$ cat src/rtl/fresnel_reflectance_assert.svh
// Assertion macros shared by the Fresnel reflectance RTL.
// Each macro expects clk_i and rst_ni in the scope where it is used.
`ifndef FRESNEL_REFLECTANCE_ASSERT_SVH
`define FRESNEL_REFLECTANCE_ASSERT_SVH

// A property that must hold at every clock edge out of reset.
`define FR_ASSERT(lbl, prop, msg) \
  lbl: assert property (@(posedge clk_i) disable iff (!rst_ni) prop) else $error(msg);

// A condition in one cycle that requires a consequence in the next cycle.
`define FR_ASSERT_NEXT(lbl, ante, cons, msg) \
  lbl: assert property (@(posedge clk_i) disable iff (!rst_ni) (ante) |=> (cons)) \
    else $error(msg);

`endif

$ cat src/rtl/fr_pkg.sv
// Package for the Fresnel reflectance block: fixed-point widths, case codes
// and the item structures passed between the front, queue and back parts.
// No dependencies.
`default_nettype none

package fr_pkg;

  // Fixed-point formats: cosines and reflectance Q1.30, indices Q2.16.
  localparam int unsigned COS_FRAC_BITS   = 30;
  localparam int unsigned INDEX_FRAC_BITS = 16;
  localparam int unsigned COS_W           = COS_FRAC_BITS + 1;
  localparam int unsigned IDX_W           = INDEX_FRAC_BITS + 2;
  localparam int unsigned CODE_W          = 3;

  // Derived datapath widths.
  localparam int unsigned SQ_W   = 2 * IDX_W;
  localparam int unsigned NUM1_W = SQ_W + COS_W;
  localparam int unsigned DEN1_W = 2 * (IDX_W + 1);
  localparam int unsigned RAD_W  = 2 * COS_W;
  localparam int unsigned NC_W   = IDX_W + COS_W - INDEX_FRAC_BITS;
  localparam int unsigned NUM2_W = NC_W + COS_FRAC_BITS;
  localparam int unsigned DEN2_W = NC_W + 1;

  // Depth of the queue between the classifier and the arithmetic pipeline.
  localparam int unsigned QUEUE_DEPTH = 4;
  localparam int unsigned QPTR_W      = $clog2(QUEUE_DEPTH);

  localparam logic [63:0] ONE_64 = 64'd1 << COS_FRAC_BITS;
  localparam logic [COS_W-1:0] ONE_FX = {1'b1, {COS_FRAC_BITS{1'b0}}};
  // Normal incidence when 1 - c1 is within 1e-12.
  localparam logic [COS_W-1:0] NORM_TOL = COS_W'(ONE_64 / 64'd1000000000000);
  // Grazing incidence when c1 is below 1e-6, i.e. below this bound.
  localparam logic [COS_W-1:0] GRAZE_LIM = COS_W'((ONE_64 + 64'd999999) / 64'd1000000);

  typedef enum logic [CODE_W-1:0] {
    CASE_MATCHED = 3'd0,
    CASE_NORMAL  = 3'd1,
    CASE_GRAZING = 3'd2,
    CASE_TIR     = 3'd3,
    CASE_GENERAL = 3'd4
  } case_e;

  // One classified item.
  typedef struct packed {
    logic [IDX_W-1:0] n1;
    logic [IDX_W-1:0] n2;
    logic [COS_W-1:0] c1;
    case_e            code;
  } fr_item_t;

  // An item offered to the queue, or the item at the queue head.
  typedef struct packed {
    logic     valid;
    fr_item_t item;
  } fr_push_t;

  // Per-item record that travels down the arithmetic pipeline.
  typedef struct packed {
    fr_item_t         item;
    logic [COS_W-1:0] r_norm;
    logic [COS_W-1:0] c2;
    logic             zero_s;
    logic             zero_p;
  } fr_track_t;

endpackage

`default_nettype wire

$ cat src/rtl/fr_queue.sv
// Short queue between the classifier and the arithmetic pipeline.
// Depends on fr_pkg and the assertion macro header.
`default_nettype none
`include "fresnel_reflectance_assert.svh"

module fr_queue (
  input  logic              clk_i,
  input  logic              rst_ni,
  input  fr_pkg::fr_push_t  push_i,
  output logic              full_o,
  input  logic              pop_i,
  output fr_pkg::fr_push_t  head_o
);

  fr_pkg::fr_item_t             mem_q [fr_pkg::QUEUE_DEPTH];
  logic [fr_pkg::QPTR_W-1:0]    wr_ptr_q;
  logic [fr_pkg::QPTR_W-1:0]    rd_ptr_q;
  logic [fr_pkg::QPTR_W:0]      cnt_q;

  assign full_o       = (cnt_q == (fr_pkg::QPTR_W + 1)'(fr_pkg::QUEUE_DEPTH));
  assign head_o.valid = (cnt_q != '0);
  assign head_o.item  = mem_q[rd_ptr_q];

  // Pointers and fill count.
  always_ff @(posedge clk_i or negedge rst_ni) begin
    if (!rst_ni) begin
      wr_ptr_q <= '0;
      rd_ptr_q <= '0;
      cnt_q    <= '0;
    end else begin
      if (push_i.valid) begin
        wr_ptr_q <= (wr_ptr_q == fr_pkg::QPTR_W'(fr_pkg::QUEUE_DEPTH - 1)) ? '0
                                                                           : wr_ptr_q + 1'b1;
      end
      if (pop_i) begin
        rd_ptr_q <= (rd_ptr_q == fr_pkg::QPTR_W'(fr_pkg::QUEUE_DEPTH - 1)) ? '0
                                                                           : rd_ptr_q + 1'b1;
      end
      if (push_i.valid && !pop_i) begin
        cnt_q <= cnt_q + 1'b1;
      end else if (pop_i && !push_i.valid) begin
        cnt_q <= cnt_q - 1'b1;
      end
    end
  end

  // Storage.
  always_ff @(posedge clk_i) begin
    if (push_i.valid) begin
      mem_q[wr_ptr_q] <= push_i.item;
    end
  end

  `FR_ASSERT(a_no_overflow, push_i.valid |-> !full_o, "push into a full queue")
  `FR_ASSERT(a_no_underflow, pop_i |-> head_o.valid, "pop from an empty queue")
  `FR_ASSERT_NEXT(a_cnt_up, push_i.valid && !pop_i, cnt_q == $past(cnt_q) + 1'b1, "count did not rise")

endmodule

`default_nettype wire

$ cat config.mk
export PLATFORM = sky130hd
export DESIGN_NAME = fr_queue
export DESIGN_NICKNAME = d
export VERILOG_FILES = /design/src/rtl/fr_pkg.sv /design/src/rtl/fr_queue.sv
export VERILOG_INCLUDE_DIRS = /design/src /design/src/rtl
export SDC_FILE = /design/constraint.sdc
export NUM_CORES = 1
export LEC_CHECK = 0
export ABC_AREA = 1
export ABC_CLOCK_PERIOD_IN_PS = 2510
export BUFFER_PORTS_ARGS = -buffer_cell sky130_fd_sc_hd__buf_4
export CELL_PAD_IN_SITES_DETAIL_PLACEMENT = 2
export CELL_PAD_IN_SITES_GLOBAL_PLACEMENT = 2
export CORE_MARGIN = 2
export CORE_UTILIZATION = 36
export CTS_CLUSTER_DIAMETER = 30
export DETAILED_ROUTE_END_ITERATION = 6
export PLACE_DENSITY = 0.75
export SLEW_MARGIN = 0
export SYNTH_ARGS = -nofsm -noshare
export SYNTH_HDL_FRONTEND = slang
export SYNTH_SLANG_ARGS = --single-unit
$ cat constraint.sdc
create_clock -name clk_i -period 2.51 [get_ports clk_i]
set_input_delay 0.251 -clock clk_i [delete_from_list [all_inputs] [get_ports clk_i]]
set_output_delay 0.251 -clock clk_i [all_outputs]
set_load 0.03 [all_outputs]
Word-level counts from Yosys, hierarchy flattened

Memory sizes are Yosys's and may differ from the RTL's.
Index checks and enable logic that the tools add are counted.

Reductions and logical operators: 6
Multiplexer cells: 6
Add/subtract/negate cells: 4
Magnitude comparators: 0
Shifts and indexed selects: 0
Div/mod/pow operators: 0
Equality and inequality tests: 3
Bitwise gates (word level): 0
Multiply operators: 0

Operator list:

| operator                                          | count |
|---|---|
| 2-to-1 mux 3 bit                                  | 2 |
| adder 2 x 1 -> 2 bit (second input constant)      | 2 |
| == test 2 bit (second input constant)             | 2 |
| 2-to-1 mux 2 bit                                  | 2 |
| adder 3 x 1 -> 3 bit (second input constant)      | 1 |
| == test 3 bit (second input constant)             | 1 |
| nonzero test 3 bit                                | 1 |
| subtractor 3 x 1 -> 3 bit (second input constant) | 1 |
| logical AND 1 bit                                 | 2 |
| logical NOT 1 bit                                 | 2 |
| 2-to-1 mux 1 bit                                  | 2 |
| nonzero test 2 bit                                | 1 |

Memory bits (writable): 280
Memories kept: 1
Memory bits (read-only): 0
Input port bits: 74
Latch bits: 0
Register bits after elaboration: 7
Logic and storage cells: 23

Memory list:

| name  | depth | width | read ports | clocked after memory_dff | write ports | RTL line       | text |
|---|---|---|---|---|---|---|---|
| mem_q | 4     | 70    | 1          | 0                        | 1           | fr_queue.sv:15 | `fr_pkg::fr_item_t mem_q [fr_pkg::QUEUE_DEPTH];` |

Logic depth before layout (Yosys ltp)

Depth after elaboration: 4
Gate-level depth with buffers: 9

Worst setup path after synthesis

Ideal clock, no wire load.

Kind: flip-flop to flip-flop
Start point: register wr_ptr_q[0] (netlist bit)
End point: memory mem_q[0][0] (netlist bit) (enable)
Cell stages (with the launch flop): 5
Path slack: 0.067 ns
Required time: 2.086 ns
Path buffers: 0
Setup time: 0.424 ns
Arrival time: 2.019 ns
Path through: dfrtp_1 -> inv_1 -> ha_1 -> nand2_1 -> inv_1

RTL lines:

| element                | RTL line       | text |
|---|---|---|
| start, declared        | fr_queue.sv:16 | `logic [fr_pkg::QPTR_W-1:0] wr_ptr_q;` |
| start signal, assigned | fr_queue.sv:32 | `wr_ptr_q <= (wr_ptr_q == fr_pkg::QPTR_W'(fr_pkg::QUEUE_DEPTH - 1)) ? '0` |
| end, declared          | fr_queue.sv:15 |  |

Straight into the memory's write port.

==> out/qor.yml <==
routing:
  drt_iter0_drc: 338
  dr.pass1.iters: 5
  drc: 0
  wl_per_cell_microns: 21.89
  finalWirelength_mm: 35.88
  num_vias: 7884
  final_antenna_net_count: 0
  viasPerCell: 4.810
finish:
  layout_common_cells: "edfxtp_1, nand2_1, buf_4"
  n_fill_cell: 3088
  design_area_sq_um: 16670
  post-route-util_pct: 51.25
  layout.cells.most_common: "edfxtp_1"
  diodes: 0
  fin_nets: 1223
  fin_cells: 1639
  area_growth_pct: 40.32
  drive_above_1_share_pct: 29.74
worst_setup_path:
  startpoint_type: "register"
  crit_slowest_cell: "dfrtp_2"
  worstPathRequired_ns: 2.26
  worstPathMaxFanout: 43
  cp-end-kind: "primary output"
  worst-path-buf-inv: 3
  cp_top_family: "buffers and inverters"
  ff2ff_path_depth: 5
  r2r_slack_ns: 0.78
  worstReg2RegStart: "wr_ptr_q[0]"
  worstPathCellList: "bufinv_16 -> buf_12 -> nand2_1 -> o211ai_1 -> nand2_1 -> buf_4"
  cpMostUsedCell: "nand2_1"
  r2r_end: "mem_q[2][5]"
  cpPeakStageDelay_ns: 0.51
  path_class: "reg -> out"
  arrival_ns: 2.15
logic_synthesis:
  synth-xor-area-share_pct: 0.07371
  yosysTopAreaCellShare_pct: 70.76
  yosys_warnings: 0
  synth.area.top_cells: "edfxtp_1, o211ai_2, nand2_1"
  ys_types: 19
  synth_mux_area_share_pct: 0
  synth_area_leader_cell: "edfxtp_1"
  syn-num-nets: 951
  synth_compound_area_share_pct: 12.26
  synth_top_family_by_area: "compound AO/OA/AOI/OAI gates"
  synthCells: 870
  avgSynthCellArea_sq_um: 13.66
  synth_fa_ha_area_share_pct: 0.8003
  synthSimpleGateAreaFrac_pct: 7.371
  yosys_register_bits: 287
  netlist_area_sq_um: 11880
  ys_seq_area_share_pct: 72.23
global_routing:
  grt_max_degree: 72
  grt_pass1_wl_mm: 54.19
  antenna_found_initial: 0
  grtUsageTotal_pct: 21.17
  grt_pass1_vias: 9290
  grt_overflow: 0
clock_tree:
  worstSkewPairLatency_ns: 0.54
  path_clk_slew_ns: 0.05
  cts.sinks: 287
  cts_tree: "yes"
  cts.path.max_buffers: 3
  htreeDepth: 3
  cts_root_buf: "clkbuf_16"
  cts_made_buffers: 74
run_status:
  run_status: "finished, final reports clean"
sta:
  rsz0062_at_grt: "false"
  drv_slew: 0
  slew_headroom_pct: 66.00
  fmax_ghz: 0.4161
  tightest_slew_ns: 0.5101
  hold-worst-slack_ns: 0.07680
  setup_viol: 0
  fin_crit_sh_pct: 95.74
  skew_ns: 0.01422
  hold_viol_final: 0
  setup_slack_ns: 0.1070
  fin_crit_ns: 2.403
  setup_tns_ns: 0
place:
  pre_cts_slack_ns: 0.6426
  post_dp_cell_area_sq_um: 13560
  gp_congestion: 0.6909
  dp_hpwl_mm: 17.87
  placed_cells: 1432
  numPortBuffers: 145
die:
  start_util_pct: 36.52
  die_w_microns: 185.7
  ios: 146
  std_cell_rows: 66
  dieHeight_microns: 185.7
  die-area_sq_um: 34480
  coreArea_sq_um: 32540
pwr:
  total_power_mw: 22.82
  power.leakage_nw: 6.883
  power.density_nw_per_um2: 1369
  peakVddDrop_uv: 881.7
min_path:
  worstHoldPathType: "in -> async"
job:
  drv_cap: 0
-- registers in the layout (all words and copies together), names as in the netlist --
name and cells:
wr_ptr_q 2, cnt_q 3, mem_q 280, rd_ptr_q 2
-- worst register-to-register path: cells and delay by family (launching register included) --
family	cells	cell delay [ns]
adder cells (fa/ha/maj)	1	0.19
buffers and inverters	3	0.65
flip-flops	1	0.42
AND/OR/NAND/NOR	1	0.09
-- report_power, final --
part / internal [mW] / switching, mW / total (mW) / leakage [nW]
sequential: 6.18 / 0.312 / 6.49 / 2.65
combinational: 2.51 / 5.07 / 7.58 / 3.11
clock: 5.92 / 2.83 / 8.76 / 1.12
-- layer usage --
metal	up-vias	track usage, %	share of wire (%)
met3	48	3.600	3.4
met1	4053	23.94	40
met4	0	6.866	1.8
met2	181	40.21	55
li1	3602	-	-
met5	-	0	0
-- Yosys cell counts --
cell type	n
edfxtp_1	280
nand2_1	226
inv_1	150
o211ai_2	77
o211ai_1	63
buf_2	27
buf_6	11
clkbuf_1	8
dfrtp_1	7
ha_1	6
inv_2	3
nor2_1	3
o21ai_1	3
fa_1	1
nand3_1	1
nand4_1	1
nor3_1	1
o21ai_0	1
xnor2_1	1
-- repair_timing --
| item | 4_1_cts | 5_1_grt |
|---|---|---|
| hold endpoints to repair | 290 | 0 |
| cloned | 0 | 3 |
| setup buffers | 0 | 0 |
| hold buffers | 73 | 0 |
| pin swaps | 0 | 0 |
| gates resized for setup | 1 | 4 |
| endpoints found under the setup margin | 2 | 14 |
-- worst max-delay path by stage --
stage | startpoint | endpoint | cells past startpoint
after floorplan | wr_ptr_q[0] | mem_q[0][0] | 4
after global placement | rd_ptr_q[0] | head_o[52] | 6
after detailed placement | rd_ptr_q[0] | head_o[2] | 6
after CTS | rd_ptr_q[0] | head_o[18] | 6
after global routing | rd_ptr_q[0] | head_o[35] | 6
final | rd_ptr_q[0] | head_o[35] | 6
-- layout make-up --
cell class / instances / area, sq um / area share, %
Clock buffer: 89 / 1929 / 11.57
Clock inverter: 42 / 374.1 / 2.244
Inverter: 153 / 608.1 / 3.647
Multi-Input combinational cell: 384 / 2436 / 14.61
Sequential cell: 287 / 8588 / 51.51
Tap cell: 442 / 553.0 / 3.317
Timing Repair Buffer: 240 / 2167 / 13.00
Timing Repair inverter: 2 / 17.52 / 0.1051
-- cells by family after synthesis --
kind of cell,count (synthesis)
buffers and inverters,199
XOR/XNOR,1
AO/OA/AOI/OAI,144
adder cells (fa/ha/maj),7
AND/OR/NAND/NOR,232
flip-flops,287
(Power assumes the default switching activity.)
