### config.mk
export PLATFORM = sky130hd
export DESIGN_NAME = fr_front_flat
export DESIGN_NICKNAME = d
export VERILOG_FILES = /design/src/rtl/fresnel_reflectance_assert.svh /design/src/rtl/fr_pkg.sv /design/src/rtl/fr_in_if.sv /design/src/rtl/fr_front.sv /design/src/flat_wrapper.sv
export SDC_FILE = /design/constraint.sdc
export NUM_CORES = 1
export LEC_CHECK = 0
export ABC_AREA = 0
export BUFFER_PORTS_ARGS = -buffer_cell sky130_fd_sc_hd__buf_2
export CAP_MARGIN = 10
export CORE_ASPECT_RATIO = 1.2
export CORE_MARGIN = 2
export CORE_UTILIZATION = 31
export DETAILED_ROUTE_END_ITERATION = 6
export MAX_ROUTING_LAYER = met4
export PLACE_DENSITY = 0.9
export SETUP_SLACK_MARGIN = 0.5
export SYNTH_ARGS = -nofsm -noshare
export SYNTH_HDL_FRONTEND = slang
export SYNTH_SLANG_ARGS = --single-unit
export TNS_END_PERCENT = 50
### constraint.sdc
create_clock -name vclk -period 2.05
set_input_delay 0.1025 -clock vclk [all_inputs]
set_output_delay 0.1025 -clock vclk [all_outputs]
set_load 0.01 [all_outputs]
### src/rtl/fresnel_reflectance_assert.svh
// Assertion macros shared by the Fresnel reflectance RTL.
// Each macro expects clk_i and rst_ni in the scope where it is used.
`ifndef FRESNEL_REFLECTANCE_ASSERT_SVH
`define FRESNEL_REFLECTANCE_ASSERT_SVH

// A property that must hold at every clock edge out of reset.
`define FR_ASSERT(lbl, prop, msg) \
  lbl: assert property (@(posedge clk_i) disable iff (!rst_ni) prop) else $error(msg);

// A condition in one cycle that requires a consequence in the next cycle.
`define FR_ASSERT_NEXT(lbl, ante, cons, msg) \
  lbl: assert property (@(posedge clk_i) disable iff (!rst_ni) (ante) |=> (cons)) \
    else $error(msg);

`endif

### src/rtl/fr_pkg.sv
// Package for the Fresnel reflectance block: fixed-point widths, case codes
// and the item structures passed between the front, queue and back parts.
// No dependencies.
`default_nettype none

package fr_pkg;

  // Fixed-point formats: cosines and reflectance Q1.30, indices Q2.16.
  localparam int unsigned COS_FRAC_BITS   = 30;
  localparam int unsigned INDEX_FRAC_BITS = 16;
  localparam int unsigned COS_W           = COS_FRAC_BITS + 1;
  localparam int unsigned IDX_W           = INDEX_FRAC_BITS + 2;
  localparam int unsigned CODE_W          = 3;

  // Derived datapath widths.
  localparam int unsigned SQ_W   = 2 * IDX_W;
  localparam int unsigned NUM1_W = SQ_W + COS_W;
  localparam int unsigned DEN1_W = 2 * (IDX_W + 1);
  localparam int unsigned RAD_W  = 2 * COS_W;
  localparam int unsigned NC_W   = IDX_W + COS_W - INDEX_FRAC_BITS;
  localparam int unsigned NUM2_W = NC_W + COS_FRAC_BITS;
  localparam int unsigned DEN2_W = NC_W + 1;

  // Depth of the queue between the classifier and the arithmetic pipeline.
  localparam int unsigned QUEUE_DEPTH = 4;
  localparam int unsigned QPTR_W      = $clog2(QUEUE_DEPTH);

  localparam logic [63:0] ONE_64 = 64'd1 << COS_FRAC_BITS;
  localparam logic [COS_W-1:0] ONE_FX = {1'b1, {COS_FRAC_BITS{1'b0}}};
  // Normal incidence when 1 - c1 is within 1e-12.
  localparam logic [COS_W-1:0] NORM_TOL = COS_W'(ONE_64 / 64'd1000000000000);
  // Grazing incidence when c1 is below 1e-6, i.e. below this bound.
  localparam logic [COS_W-1:0] GRAZE_LIM = COS_W'((ONE_64 + 64'd999999) / 64'd1000000);

  typedef enum logic [CODE_W-1:0] {
    CASE_MATCHED = 3'd0,
    CASE_NORMAL  = 3'd1,
    CASE_GRAZING = 3'd2,
    CASE_TIR     = 3'd3,
    CASE_GENERAL = 3'd4
  } case_e;

  // One classified item.
  typedef struct packed {
    logic [IDX_W-1:0] n1;
    logic [IDX_W-1:0] n2;
    logic [COS_W-1:0] c1;
    case_e            code;
  } fr_item_t;

  // An item offered to the queue, or the item at the queue head.
  typedef struct packed {
    logic     valid;
    fr_item_t item;
  } fr_push_t;

  // Per-item record that travels down the arithmetic pipeline.
  typedef struct packed {
    fr_item_t         item;
    logic [COS_W-1:0] r_norm;
    logic [COS_W-1:0] c2;
    logic             zero_s;
    logic             zero_p;
  } fr_track_t;

endpackage

`default_nettype wire

### src/rtl/fr_in_if.sv
// Input channel of the Fresnel reflectance block: valid/ready and the item.
// Depends on fr_pkg for field widths.
`default_nettype none

interface fr_in_if;
  logic                     valid;
  logic                     ready;
  logic [fr_pkg::IDX_W-1:0] index_incident;
  logic [fr_pkg::IDX_W-1:0] index_transmit;
  logic [fr_pkg::COS_W-1:0] incident_cosine;

  modport source (output valid, index_incident, index_transmit, incident_cosine,
                  input ready);
  modport sink (input valid, index_incident, index_transmit, incident_cosine,
                output ready);
endinterface

`default_nettype wire

### src/rtl/fr_front.sv
// Front part: takes input items, clamps the cosine and sorts each item into
// its case before it enters the queue. Depends on fr_pkg and fr_in_if.
`default_nettype none

module fr_front (
  fr_in_if.sink             in_i,
  input  logic              full_i,
  output fr_pkg::fr_push_t  push_o
);

  logic [fr_pkg::COS_W-1:0] c1;

  // A cosine above one counts as one.
  assign c1 = (in_i.incident_cosine > fr_pkg::ONE_FX) ? fr_pkg::ONE_FX
                                                      : in_i.incident_cosine;

  assign in_i.ready = !full_i;

  // Classify; total internal reflection is told apart later in the back part.
  always_comb begin
    push_o.valid   = in_i.valid && !full_i;
    push_o.item.n1 = in_i.index_incident;
    push_o.item.n2 = in_i.index_transmit;
    push_o.item.c1 = c1;
    if (in_i.index_incident == in_i.index_transmit) begin
      push_o.item.code = fr_pkg::CASE_MATCHED;
    end else if ((fr_pkg::ONE_FX - c1) <= fr_pkg::NORM_TOL) begin
      push_o.item.code = fr_pkg::CASE_NORMAL;
    end else if (c1 < fr_pkg::GRAZE_LIM) begin
      push_o.item.code = fr_pkg::CASE_GRAZING;
    end else begin
      push_o.item.code = fr_pkg::CASE_GENERAL;
    end
  end

endmodule

`default_nettype wire

### src/flat_wrapper.sv
// flat-port wrapper written by rule: the top's interface ports become plain ports
module fr_front_flat 
  (full_i, push_o, in_i_valid, in_i_index_incident, in_i_index_transmit, in_i_incident_cosine, in_i_ready);
  fr_in_if in_i_i ();
  input  logic full_i;
  output fr_pkg::fr_push_t push_o;
  input wire logic [$bits(in_i_i.valid)-1:0] in_i_valid;
  input wire logic [$bits(in_i_i.index_incident)-1:0] in_i_index_incident;
  input wire logic [$bits(in_i_i.index_transmit)-1:0] in_i_index_transmit;
  input wire logic [$bits(in_i_i.incident_cosine)-1:0] in_i_incident_cosine;
  output wire logic [$bits(in_i_i.ready)-1:0] in_i_ready;
  assign in_i_i.valid = in_i_valid;
  assign in_i_i.index_incident = in_i_index_incident;
  assign in_i_i.index_transmit = in_i_index_transmit;
  assign in_i_i.incident_cosine = in_i_incident_cosine;
  assign in_i_ready = in_i_i.ready;
  fr_front u_core (.in_i(in_i_i), .full_i(full_i), .push_o(push_o));
endmodule
# Yosys cells after proc, flatten, opt, wreduce, memory -nomap -nowiden

Cells that the tools add are included.

Memory bits (read-only): 0
Bits in writable memories: 0
Word-level logic and storage cells: 11
Memories: 0
Input port bits: 69
Output and inout port bits: 72
Flip-flop bits (word level): 0
Bits in latches: 0

Order comparisons: 3
Shift operators: 0
Bitwise operators: 0
$add $sub $neg: 1
Multipliers: 0
Reductions and logical operators: 2
Div/mod/pow operators: 0
Equal/unequal tests: 1
Muxes and demuxes: 4

Operators with widths:

| cell                                                            | count |
|---|---|
| greater-than comparator 31 bit, second input constant           | 1 |
| less-or-equal comparator 31 x 1 -> 1 bit, second input constant | 1 |
| less-than comparator 31 x 11 -> 1 bit, second input constant    | 1 |
| two-way mux 31 bit                                              | 1 |
| subtractor 31 bit, first input constant                         | 1 |
| == test 18 bit                                                  | 1 |
| two-way mux 3 bit                                               | 3 |
| logical AND 1 bit                                               | 1 |
| logical NOT 1 bit                                               | 1 |

# Depth between registers and ports, before layout

Gate-level depths: netlist (run 1).

Word-level depth: 6
Mapped depth: 5
Gate-level depth less buffers: 4

# Worst setup path after synthesis (run 1)

No wires, ideal clock.

Kind: input to output
Start point: input in_i_incident_cosine[14]
End point: output push_o[10] (netlist bit)
Data arrival time: 1222 ps
Required time: 1947 ps
Buffers on the path: 1
Setup slack: 726 ps
Stages: 5
Cells stage by stage: nor4_1 -> nand4_1 -> o31ai_4 -> buf_6 -> and2_1

RTL lines:

| what            | RTL line           | RTL |
|---|---|---|
| start, declared | flat_wrapper.sv:10 | `input wire logic [$bits(in_i_i.incident_cosine)-1:0] in_i_incident_cosine;` |
| end, declared   | flat_wrapper.sv:6  | `output fr_pkg::fr_push_t push_o;` |

==> Implementation_results.wiki, run 1 <==
{| class="wikitable"
! Metric !! Value
|-
| Yosys warnings || 0
|-
| Upper clock frequency limit || 645 MHz
|-
| Hold Violations, Final || 0
|-
| Kind of critical path || in2out
|-
| Power density normalized to cell area || 209 mW/mm^2
|-
| Worst hold slack after final layout || 415 ps
|-
| Post-detailed-route wirelength per cell || roughly 11 um
|-
| Final ANT Viol Nets || 0
|-
| Via density || about 4.5
|-
| First-pass DRT Iterations || 4
|-
| Area of the placeable core || ~0.0025 sq mm
|-
| First-pass GRT wire length || 3750 um
|-
| Worst IR Drop VDD || 0.000163 V
|-
| Library cell with the largest summed area after synthesis || sky130_fd_sc_hd__buf_4
|-
| Post-Synthesis Cells || 114
|-
| Number of DRC violations after detailed routing || 0
|-
| Average footprint of a synthesized cell || 7.19 sq um
|-
| Die Width || 50.9 um
|-
| Tcrit/Tclk final || between 70 and 80%
|-
| CTS hold repair buffers || 0
|-
| Total I/O pin count || 141
|-
| Overall die area || 0.00307 sq mm
|-
| Element type at the critical path start || input pin
|-
| Number of max-capacitance violations reported || 0
|-
| Slowest cell delay on critical path || 270 ps
|-
| Via count of the first global-routing pass || 908
|-
| Cell occurring most often along the worst timing path || sky130_fd_sc_hd__buf_2
|-
| Status || finished, final reports clean
|-
| Kind of cell adding the most delay to the critical path || simple AND/OR/NAND/NOR gates
|-
| Share of layout cells above drive strength 1 || 69.7%
|-
| Clock buf count || 0
|-
| DP HPWL || around 2500 um
|-
| Metal1 wirelength || 966 um
|-
| Synth top area share || 33.0%
|-
| Pin count of the biggest net entering global routing || 14
|-
| Maximum net fanout on the critical path || 13
|-
| Core Util, Final || 53.9%
|-
| CP Capture Type || output pin
|-
| Antenna violations before repair || 0
|-
| Worst hold path type || in2out
|-
| Met3 layer wire length in the routed design || ~370 um
|-
| Max stage delay cell, worst path || sky130_fd_sc_hd__o31ai_4
|-
| Cell types with the largest area share after synthesis || sky130_fd_sc_hd__buf_4, sky130_fd_sc_hd__and2_1, sky130_fd_sc_hd__xnor2_1
|-
| Required time at the endpoint of the critical path || 1950 ps
|-
| Number of rows created at floorplan || 20
|-
| Total length of routed met2 wires || roughly 1500 um
|-
| Number of nets in the synthesized netlist || 183
|-
| Leftover overflow at the end of global routing || 0
|-
| Area taken by flip-flops and latches || 0 sq um
|-
| Setup_tns || 0 ps
|-
| Unique masters post-synth || 19
|-
| Sequential element share of the synthesized area || 0%
|-
| P&R area growth vs syn || 66.1%
|-
| NumNets Final || 289
|-
| Count of fill cells added during filler insertion || approximately 250
|-
| Post-synthesis instance area || about 800 sq um
|-
| Routed via count || 1128
|-
| Top sig layer || met4
|-
| Number of buffers and inverters on the critical path || 3
|-
| Clock period minus final worst setup slack || 1550 ps
|-
| Lkg Pwr || 0.754 nW
|-
| Final setup vio count || 0
|-
| Number of input and output port buffers inserted || 141
|-
| Worst Tran Pin Value || a little under 400 ps
|-
| Crit-path cells || buf_2, nor4_4, nand4_1, o31ai_4, buf_6, and2_1, buf_2
|-
| Number of pins with negative max-slew slack in the final report || 0
|-
| Total area of multi-input combinational cells || ~570 sq um
|-
| Number of sequential cells || 0
|-
| Unrepaired setup endpoints after global routing || true
|-
| Overall fraction of global-route tracks in use || 16.0%
|-
| Weighted congestion at the end of routability-driven global placement || 0.769
|-
| WL final || 2860 um
|-
| Starting DRT DRC Count || 8
|-
| Starting Density || 32.4%
|-
| Data arrival time at the worst-slack endpoint || ~1500 ps
|-
| Worst slew margin relative to its limit || 73.3%
|-
| Diode count || 0
|-
| Die Height || 60.3 um
|}
power by group:
| group | switching [mW] | internal [mW] |
|---|---|---|
| logic | 0.140 | 0.145 |
| clock network | 0 | 0 |
| registers | 0 | 0 |
cells by family after synthesis:
logic type,after synthesis,synth area share (%)
buf+inv,41,37.1
xor+xnor,18,19.2
simple gates,48,35.7
compound gates,7,7.94
final timing paths:
check	end	cells past startpoint	start
setup / recovery	push_o[24]	7	in_i_incident_cosine[23]
hold / removal	push_o[60]	2	in_i_index_incident[8]
repair_timing:
action | CTS | global route
gates cloned | 1 | 0
resized for setup | 7 | 7
pin swaps | 3 | 3
setup endpoints to repair | 26 | 27
buffers inserted | 1 | 0
stage by stage:
step	instance area, sq um	setup WS [ps]	power, mW	std cells
detailed placement	1270	333	0.272	249
global route	1360	415	0.310	251
floorplan	820	726	0.166	114
global placement	1270	379	0.268	249
CTS	1320	487	0.281	251
finish	1360	500	0.285	251
per-layer routing:
metal	global-route usage (%)	vias up
li1	-	550
met1	14.9	492
met2	34.0	84
met3	3.50	2
met4	0.772	0
met5	-	-
placed cells by master, fill, tap and decap left out, drive strengths merged:
| cell | n |
|---|---|
| nor4 | 6 |
| nand2 | 1 |
| inv | 1 |
| o31ai | 1 |
| nand4 | 5 |
| o21ai | 1 |
| or3 | 1 |
| nand3 | 1 |
| xor2 | 2 |
| a21boi | 1 |
| buf | 144 |
| xnor2 | 16 |
| nor2b | 6 |
| and2 | 25 |
| a211oi | 3 |
| a211o | 1 |
| nor3 | 3 |
layout make-up:
| type | instances | area share (%) |
|---|---|---|
| inverters | 1 | 0.276 |
| multi-input cells | 73 | 42.2 |
| well taps | 33 | 3.03 |
| repair buffers | 144 | 54.5 |
cell usage after synthesis:
library cell               count
sky130_fd_sc_hd__inv_1         1
sky130_fd_sc_hd__buf_6         2
sky130_fd_sc_hd__buf_4        36
sky130_fd_sc_hd__and2_1       25
sky130_fd_sc_hd__nor3_1        3
sky130_fd_sc_hd__nand3_1       1
sky130_fd_sc_hd__nand2_1       1
sky130_fd_sc_hd__xnor2_1      16
sky130_fd_sc_hd__or3_1         1
sky130_fd_sc_hd__nor4_1        6
sky130_fd_sc_hd__o31ai_4       1
sky130_fd_sc_hd__clkbuf_1      2
sky130_fd_sc_hd__nor2b_1       6
sky130_fd_sc_hd__a211oi_1      3
sky130_fd_sc_hd__nand4_1       5
sky130_fd_sc_hd__a21boi_0      1
sky130_fd_sc_hd__xor2_1        2
sky130_fd_sc_hd__a211o_1       1
sky130_fd_sc_hd__o21ai_0       1
Power figures use the tool's default switching activity.
==> run 2: changes to the inputs <==
--- a/config.mk
+++ b/config.mk
@@ -10,10 +10,10 @@
 export CAP_MARGIN = 10
 export CORE_ASPECT_RATIO = 1.2
 export CORE_MARGIN = 2
-export CORE_UTILIZATION = 31
+export CORE_UTILIZATION = 26
 export DETAILED_ROUTE_END_ITERATION = 6
 export MAX_ROUTING_LAYER = met4
-export PLACE_DENSITY = 0.9
+export PLACE_DENSITY = 0.81
 export SETUP_SLACK_MARGIN = 0.5
 export SYNTH_ARGS = -nofsm -noshare
 export SYNTH_HDL_FRONTEND = slang
==> constraint.sdc (replaced) <==
create_clock -name vclk -period 1.3
set_input_delay 0.065 -clock vclk [all_inputs]
set_output_delay 0.065 -clock vclk [all_outputs]
set_load 0.01 [all_outputs]
==> run 2 against run 1 <==
The flow now finishes with violations (setup timing). Global-route usage rose by 0.61 points. Critical path depth grew 1. Via count is 5.2% higher. Non-clock buffer count up 10. Count of clock-buffer cells in the layout stayed put. Critical endpoint is now push_o[3]. Sequential cell count unchanged. Die area up 18%. Wire length is 21% higher. Setup slack worse by 760 ps. Total power is 120% higher. Cell count up 5.2%. Largest power group unchanged. First-iteration DRC count increased to 3.0 times the previous value.
==> Implementation_results.wiki, run 2 (same netlist as run 1, synthesis figures left out) <==
{| class="wikitable"
! Metric !! Value
|-
| Number of instances in the placed design || 258
|-
| CP Capture Type || output pin
|-
| Leftover overflow at the end of global routing || 0
|-
| Upper clock frequency limit || 642 MHz
|-
| Hold Crit Endpoint || push_o[59]
|-
| NumNets Final || about 300
|-
| Status || finished with violations
|-
| Lkg Pwr || between 0.9 and 1 nW
|-
| Clock period minus final worst setup slack || 1560 ps
|-
| Met3 track demand over resource || under 10%
|-
| Starting DRT DRC Count || 24
|-
| Die Height || about 66 um
|-
| Total I/O pin count || approximately 140
|-
| Worst setup margin || -258 ps
|-
| Number of max-capacitance violations reported || 0
|-
| Worst hold path type || in2out
|-
| Area taken by flip-flops and latches || 0 sq um
|-
| Violations in the final reports || setup timing
|-
| Power share of the clock group || 0%
|-
| Antenna violations before repair || 0
|-
| Clock buf count || 0
|-
| Share of layout cells above drive strength 1 || 85.1%
|-
| Int Power || 0.362 mW
|-
| Top library cells by usage in the layout, fill and taps aside || sky130_fd_sc_hd__buf_2, sky130_fd_sc_hd__buf_6, sky130_fd_sc_hd__and2_4
|-
| Starting Density || 27.1%
|-
| Required time at the endpoint of the critical path || 1240 ps
|-
| Power density normalized to cell area || 343 mW/mm^2
|-
| Element type at the critical path start || input pin
|-
| Unrepaired setup endpoints after global routing || true
|-
| Area of the placeable core || 0.00303 sq mm
|-
| Routed via count || 1187
|-
| Busiest layer in global routing || met2
|-
| Sequential Power Share || 0%
|-
| Weighted congestion at the end of routability-driven global placement || 0.719
|-
| Maximum net fanout on the critical path || 7
|-
| DP HPWL || 2600 um
|-
| Worst Tran Pin Value || 326 ps
|-
| Switching pwr || 0.265 mW
|-
| Data arrival time at the worst-slack endpoint || 1490 ps
|-
| Pin count of the biggest net entering global routing || 26
|-
| Core Util, Final || 60.4%
|-
| Switching part of the total power || 42.3%
|-
| Hold path startpoint || in_i_index_incident[7]
|-
| Number of rows created at floorplan || 22
|-
| Total chip power || between 0.6 and 0.7 mW
|-
| Hold Violations, Final || 0
|-
| Number of pins with negative max-slew slack in the final report || 0
|-
| Overall fraction of global-route tracks in use || between 15 and 20%
|-
| Via density || 4.50
|-
| Logic gate share of total power || 100.0%
|-
| Worst IR Drop VDD || roughly 0.00022 V
|-
| Overall die area || 0.00362 sq mm
|-
| Final setup vio count || 27
|-
| Global routing usage on met1 || 17.5%
|-
| Final ANT Viol Nets || 0
|-
| Number of cells on the worst hold path || 2
|-
| GR Layer Usage met2 || around 33%
|-
| Diode count || 0
|-
| Final non-filler cell total || between 200 and 300
|-
| Number of input and output port buffers inserted || roughly 140
|-
| Via count of the first global-routing pass || 1119
|-
| P&R area growth vs syn || 123%
|-
| Number of DRC violations after detailed routing || 0
|-
| First-pass GRT wire length || 4920 um
|-
| Post-detailed-route wirelength per cell || 13.1 um
|-
| Most frequent standard cell in the layout excluding fill and tap cells || sky130_fd_sc_hd__buf_2
|-
| Tcrit/Tclk final || 120%
|-
| Worst slew margin relative to its limit || 78.2%
|-
| CTS hold repair buffers || 0
|-
| Setup_tns || -6210 ps
|-
| Die Width || 55.3 um
|-
| Kind of critical path || in2out
|-
| Number of sequential cells || 0
|-
| WL final || 3470 um
|-
| First-pass DRT Iterations || 2
|-
| Worst setup path start || in_i_incident_cosine[11]
|}
-- run 2: cell count changes in the layout (fill, tap and decap cells not counted), sizes merged --
cell / previous run / this run
clkbuf: 0 / 2
buf: 144 / 152
-- run 2: per-layer routing --
metal  share of wire [%]  wire length (um)
met1                  30              1050
met2                  59              2060
met3                 7.3               254
met4                 3.1               107
met5                   0                 0
-- run 2: how the worst max path moves through the flow --
| stage | endpoint | slack [ps] | cells after the start |
|---|---|---|---|
| final | push_o[3] | -260 | 8 |
| after global placement | push_o[1] | -180 | 6 |
| after global routing | push_o[3] | -320 | 8 |
| after detailed placement | push_o[29] | -210 | 7 |
| after floorplan | push_o[10] | 120 | 5 |
| after CTS | push_o[3] | -190 | 7 |
-- run 2: power by group through the flow --
| stage | Combinational [mW] | Clock, mW | Sequential, mW |
|---|---|---|---|
| 3_3_place_gp | 0.486 | 0 | 0 |
| 6_report | 0.627 | 0 | 0 |
| 4_1_cts | 0.557 | 0 | 0 |
| 2_1_floorplan | 0.294 | 0 | 0 |
| 3_5_place_dp | 0.494 | 0 | 0 |
| 5_1_grt | 0.667 | 0 | 0 |
-- run 2: timing repair --
action,4_1_cts,5_1_grt
setup buffers,0,3
pin swaps,8,10
gates resized for setup,34,22
gates cloned,0,3
endpoints found under the setup margin,28,28
-- run 2: worst max-delay path, stage by stage --
cell and delay, ps:
sky130_fd_sc_hd__buf_6 100, sky130_fd_sc_hd__nor4_4 260, sky130_fd_sc_hd__nand4_1 250, sky130_fd_sc_hd__o31ai_4 290
sky130_fd_sc_hd__buf_6 160, sky130_fd_sc_hd__buf_12 110, sky130_fd_sc_hd__and2_1 130, sky130_fd_sc_hd__buf_2 130
-- run 2: per-stage QoR --
| step | hold WS (ps) | cell area [sq um] | worst slack (ps) |
|---|---|---|---|
| global placement | 340 | 1450 | -176 |
| CTS | 315 | 1630 | -189 |
| detailed placement | 341 | 1450 | -214 |
| floorplan | 174 | 937 | 117 |
| global route | 325 | 1830 | -321 |
| finish | 314 | 1830 | -258 |
-- run 2: final cells by class --
type	instances	area, sq um
inverter	1	3.75
timing repair buffer	154	1070
tap	36	45.0
multi-input combinational	73	714
fill	261	1200
==> run 3: changes to the inputs <==
--- a/config.mk
+++ b/config.mk
@@ -8,12 +8,14 @@
 export ABC_AREA = 0
 export BUFFER_PORTS_ARGS = -buffer_cell sky130_fd_sc_hd__buf_2
 export CAP_MARGIN = 10
+export CELL_PAD_IN_SITES_DETAIL_PLACEMENT = 0
+export CELL_PAD_IN_SITES_GLOBAL_PLACEMENT = 2
 export CORE_ASPECT_RATIO = 1.2
 export CORE_MARGIN = 2
-export CORE_UTILIZATION = 26
+export CORE_UTILIZATION = 10
 export DETAILED_ROUTE_END_ITERATION = 6
 export MAX_ROUTING_LAYER = met4
-export PLACE_DENSITY = 0.81
+export PLACE_DENSITY_LB_ADDON = 0.1
 export SETUP_SLACK_MARGIN = 0.5
 export SYNTH_ARGS = -nofsm -noshare
 export SYNTH_HDL_FRONTEND = slang
==> run 3 against run 2 <==
Largest power group unchanged. Non-clock buffer count increased by 7. Design area increased by 2.4%. The run still ends with setup timing left. Critical path type unchanged. First-iteration DRC count decreased by 92%.
==> Implementation_results.wiki, run 3 (same netlist as run 1, synthesis figures left out) <==
{| class="wikitable"
! Metric !! Value
|-
| Status || finished with violations
|-
| Violations in the final reports || setup timing
|-
| Post-detailed-route wirelength per cell || 10.2 um
|-
| Die Height || about 100 um
|-
| Element type at the critical path start || input pin
|-
| Required time at the endpoint of the critical path || 1240 ps
|-
| Overall die area || 0.00894 sq mm
|-
| Clock buf count || 0
|-
| Top library cells by usage in the layout, fill and taps aside || sky130_fd_sc_hd__buf_2, sky130_fd_sc_hd__buf_6, sky130_fd_sc_hd__and2_4
|-
| P&R area growth vs syn || 129%
|-
| Die Width || ~87 um
|-
| DP HPWL || 3020 um
|-
| Diode count || 0
|-
| Sequential Power Share || 0%
|-
| Via count of the first global-routing pass || 1122
|-
| Tcrit/Tclk final || 113%
|-
| Number of input and output port buffers inserted || 141
|-
| Unrepaired setup endpoints after global routing || true
|-
| Share of layout cells above drive strength 1 || 85.5%
|-
| Worst setup margin || -170 ps
|-
| Number of sequential cells || 0
|-
| Starting DRT DRC Count || 2
|-
| Total I/O pin count || between 100 and 150
|-
| Most frequent standard cell in the layout excluding fill and tap cells || sky130_fd_sc_hd__buf_2
|-
| Pin count of the biggest net entering global routing || 26
|-
| Upper clock frequency limit || 680 MHz
|-
| Number of buffers inserted by post-CTS setup repair || 0
|-
| Switching part of the total power || 42.5%
|-
| Kind of critical path || in2out
|-
| Total chip power || 0.604 mW
|-
| Leftover overflow at the end of global routing || 0
|-
| Via density || 3.61
|-
| Number of max-capacitance violations reported || 0
|-
| Hold Violations, Final || 0
|-
| Area of the placeable core || between 0.008 and 0.009 sq mm
|-
| Final setup vio count || 26
|-
| Lkg Pwr || 0.965 nW
|-
| Logic gate share of total power || 100.0%
|-
| Power density normalized to cell area || 323 mW/mm^2
|-
| Core Util, Final || a little under a quarter
|-
| NumNets Final || 306
|-
| Count of fill cells added during filler insertion || about 900
|-
| Clock period minus final worst setup slack || 1470 ps
|-
| Number of pins with negative max-slew slack in the final report || 0
|-
| Int Power || 0.347 mW
|-
| Worst slew margin relative to its limit || a little over 80%
|-
| Number of DRC violations after detailed routing || 0
|-
| Maximum net fanout on the critical path || 2
|-
| First-pass GRT wire length || between 4000 and 5000 um
|-
| Worst hold path type || in2out
|-
| Data arrival time at the worst-slack endpoint || 1410 ps
|-
| Worst Tran Pin Value || 281 ps
|-
| First-pass DRT Iterations || 2
|-
| Power share of the clock group || 0%
|-
| Overall fraction of global-route tracks in use || 6.73%
|-
| Worst IR Drop VDD || ~0.0001 V
|-
| Area taken by flip-flops and latches || 0 sq um
|-
| WL final || about 3400 um
|-
| Weighted congestion at the end of routability-driven global placement || between 0.6 and 0.7
|-
| Starting Density || approximately a tenth
|-
| Switching pwr || 0.257 mW
|-
| Antenna violations before repair || 0
|-
| Number of rows created at floorplan || 36
|-
| Routed via count || 1190
|-
| CP Capture Type || output pin
|-
| Final ANT Viol Nets || 0
|-
| Worst hold slack after final layout || 340 ps
|-
| Setup_tns || -3880 ps
|-
| Worst Setup Slack post-DPL || -301 ps
|}
==> run 3: worst max-delay path: stages <==
cell and delay (ps):
sky130_fd_sc_hd__buf_8 100, sky130_fd_sc_hd__nor4_4 270, sky130_fd_sc_hd__nand4_1 230, sky130_fd_sc_hd__buf_4 210, sky130_fd_sc_hd__a211o_1 230, sky130_fd_sc_hd__a211oi_2 140, sky130_fd_sc_hd__buf_2 170
==> run 3: layout make-up <==
type                       instances  area [sq um]  area share [%]
inverter                           1          3.75           0.200
multi-input combinational         73           719            38.4
tap                               95           119            6.35
timing repair buffer             161          1030            55.0
==> run 3: power by group through the flow <==
stage          registers [mW]  clock network [mW]  logic [mW]
3_5_place_dp                0                   0       0.525
3_3_place_gp                0                   0       0.535
6_report                    0                   0       0.604
2_1_floorplan               0                   0       0.294
5_1_grt                     0                   0       0.654
4_1_cts                     0                   0       0.591
==> run 3: final timing paths <==
path                                 start         end  slack [ps]  depth (start not counted)
hold / removal      in_i_index_incident[5]  push_o[57]         340                          2
setup / recovery  in_i_incident_cosine[29]   push_o[1]        -170                          7
==> run 3: timing repair <==
item                                    in CTS  in global routing
endpoints found under the setup margin      28                 28
gates resized for setup                     32                 15
cloned                                       0                  0
pin swaps                                   10                  7
hold buffers                                 0                  0
==> run 3: through the flow <==
step | instances | cell area, sq um
6_report | 330 | 1870
5_1_grt | 330 | 1870
4_1_cts | 330 | 1810
3_5_place_dp | 330 | 1620
3_3_place_gp | 330 | 1620
2_1_floorplan | 114 | 937
==> run 3: routing by layer <==
metal,vias to the layer above,routed length [um],GRT usage (%)
met5,-,0,-
met2,77,2020,15.0
met4,0,0,0
met3,0,293,0.794
li1,585,-,-
met1,528,1050,6.28
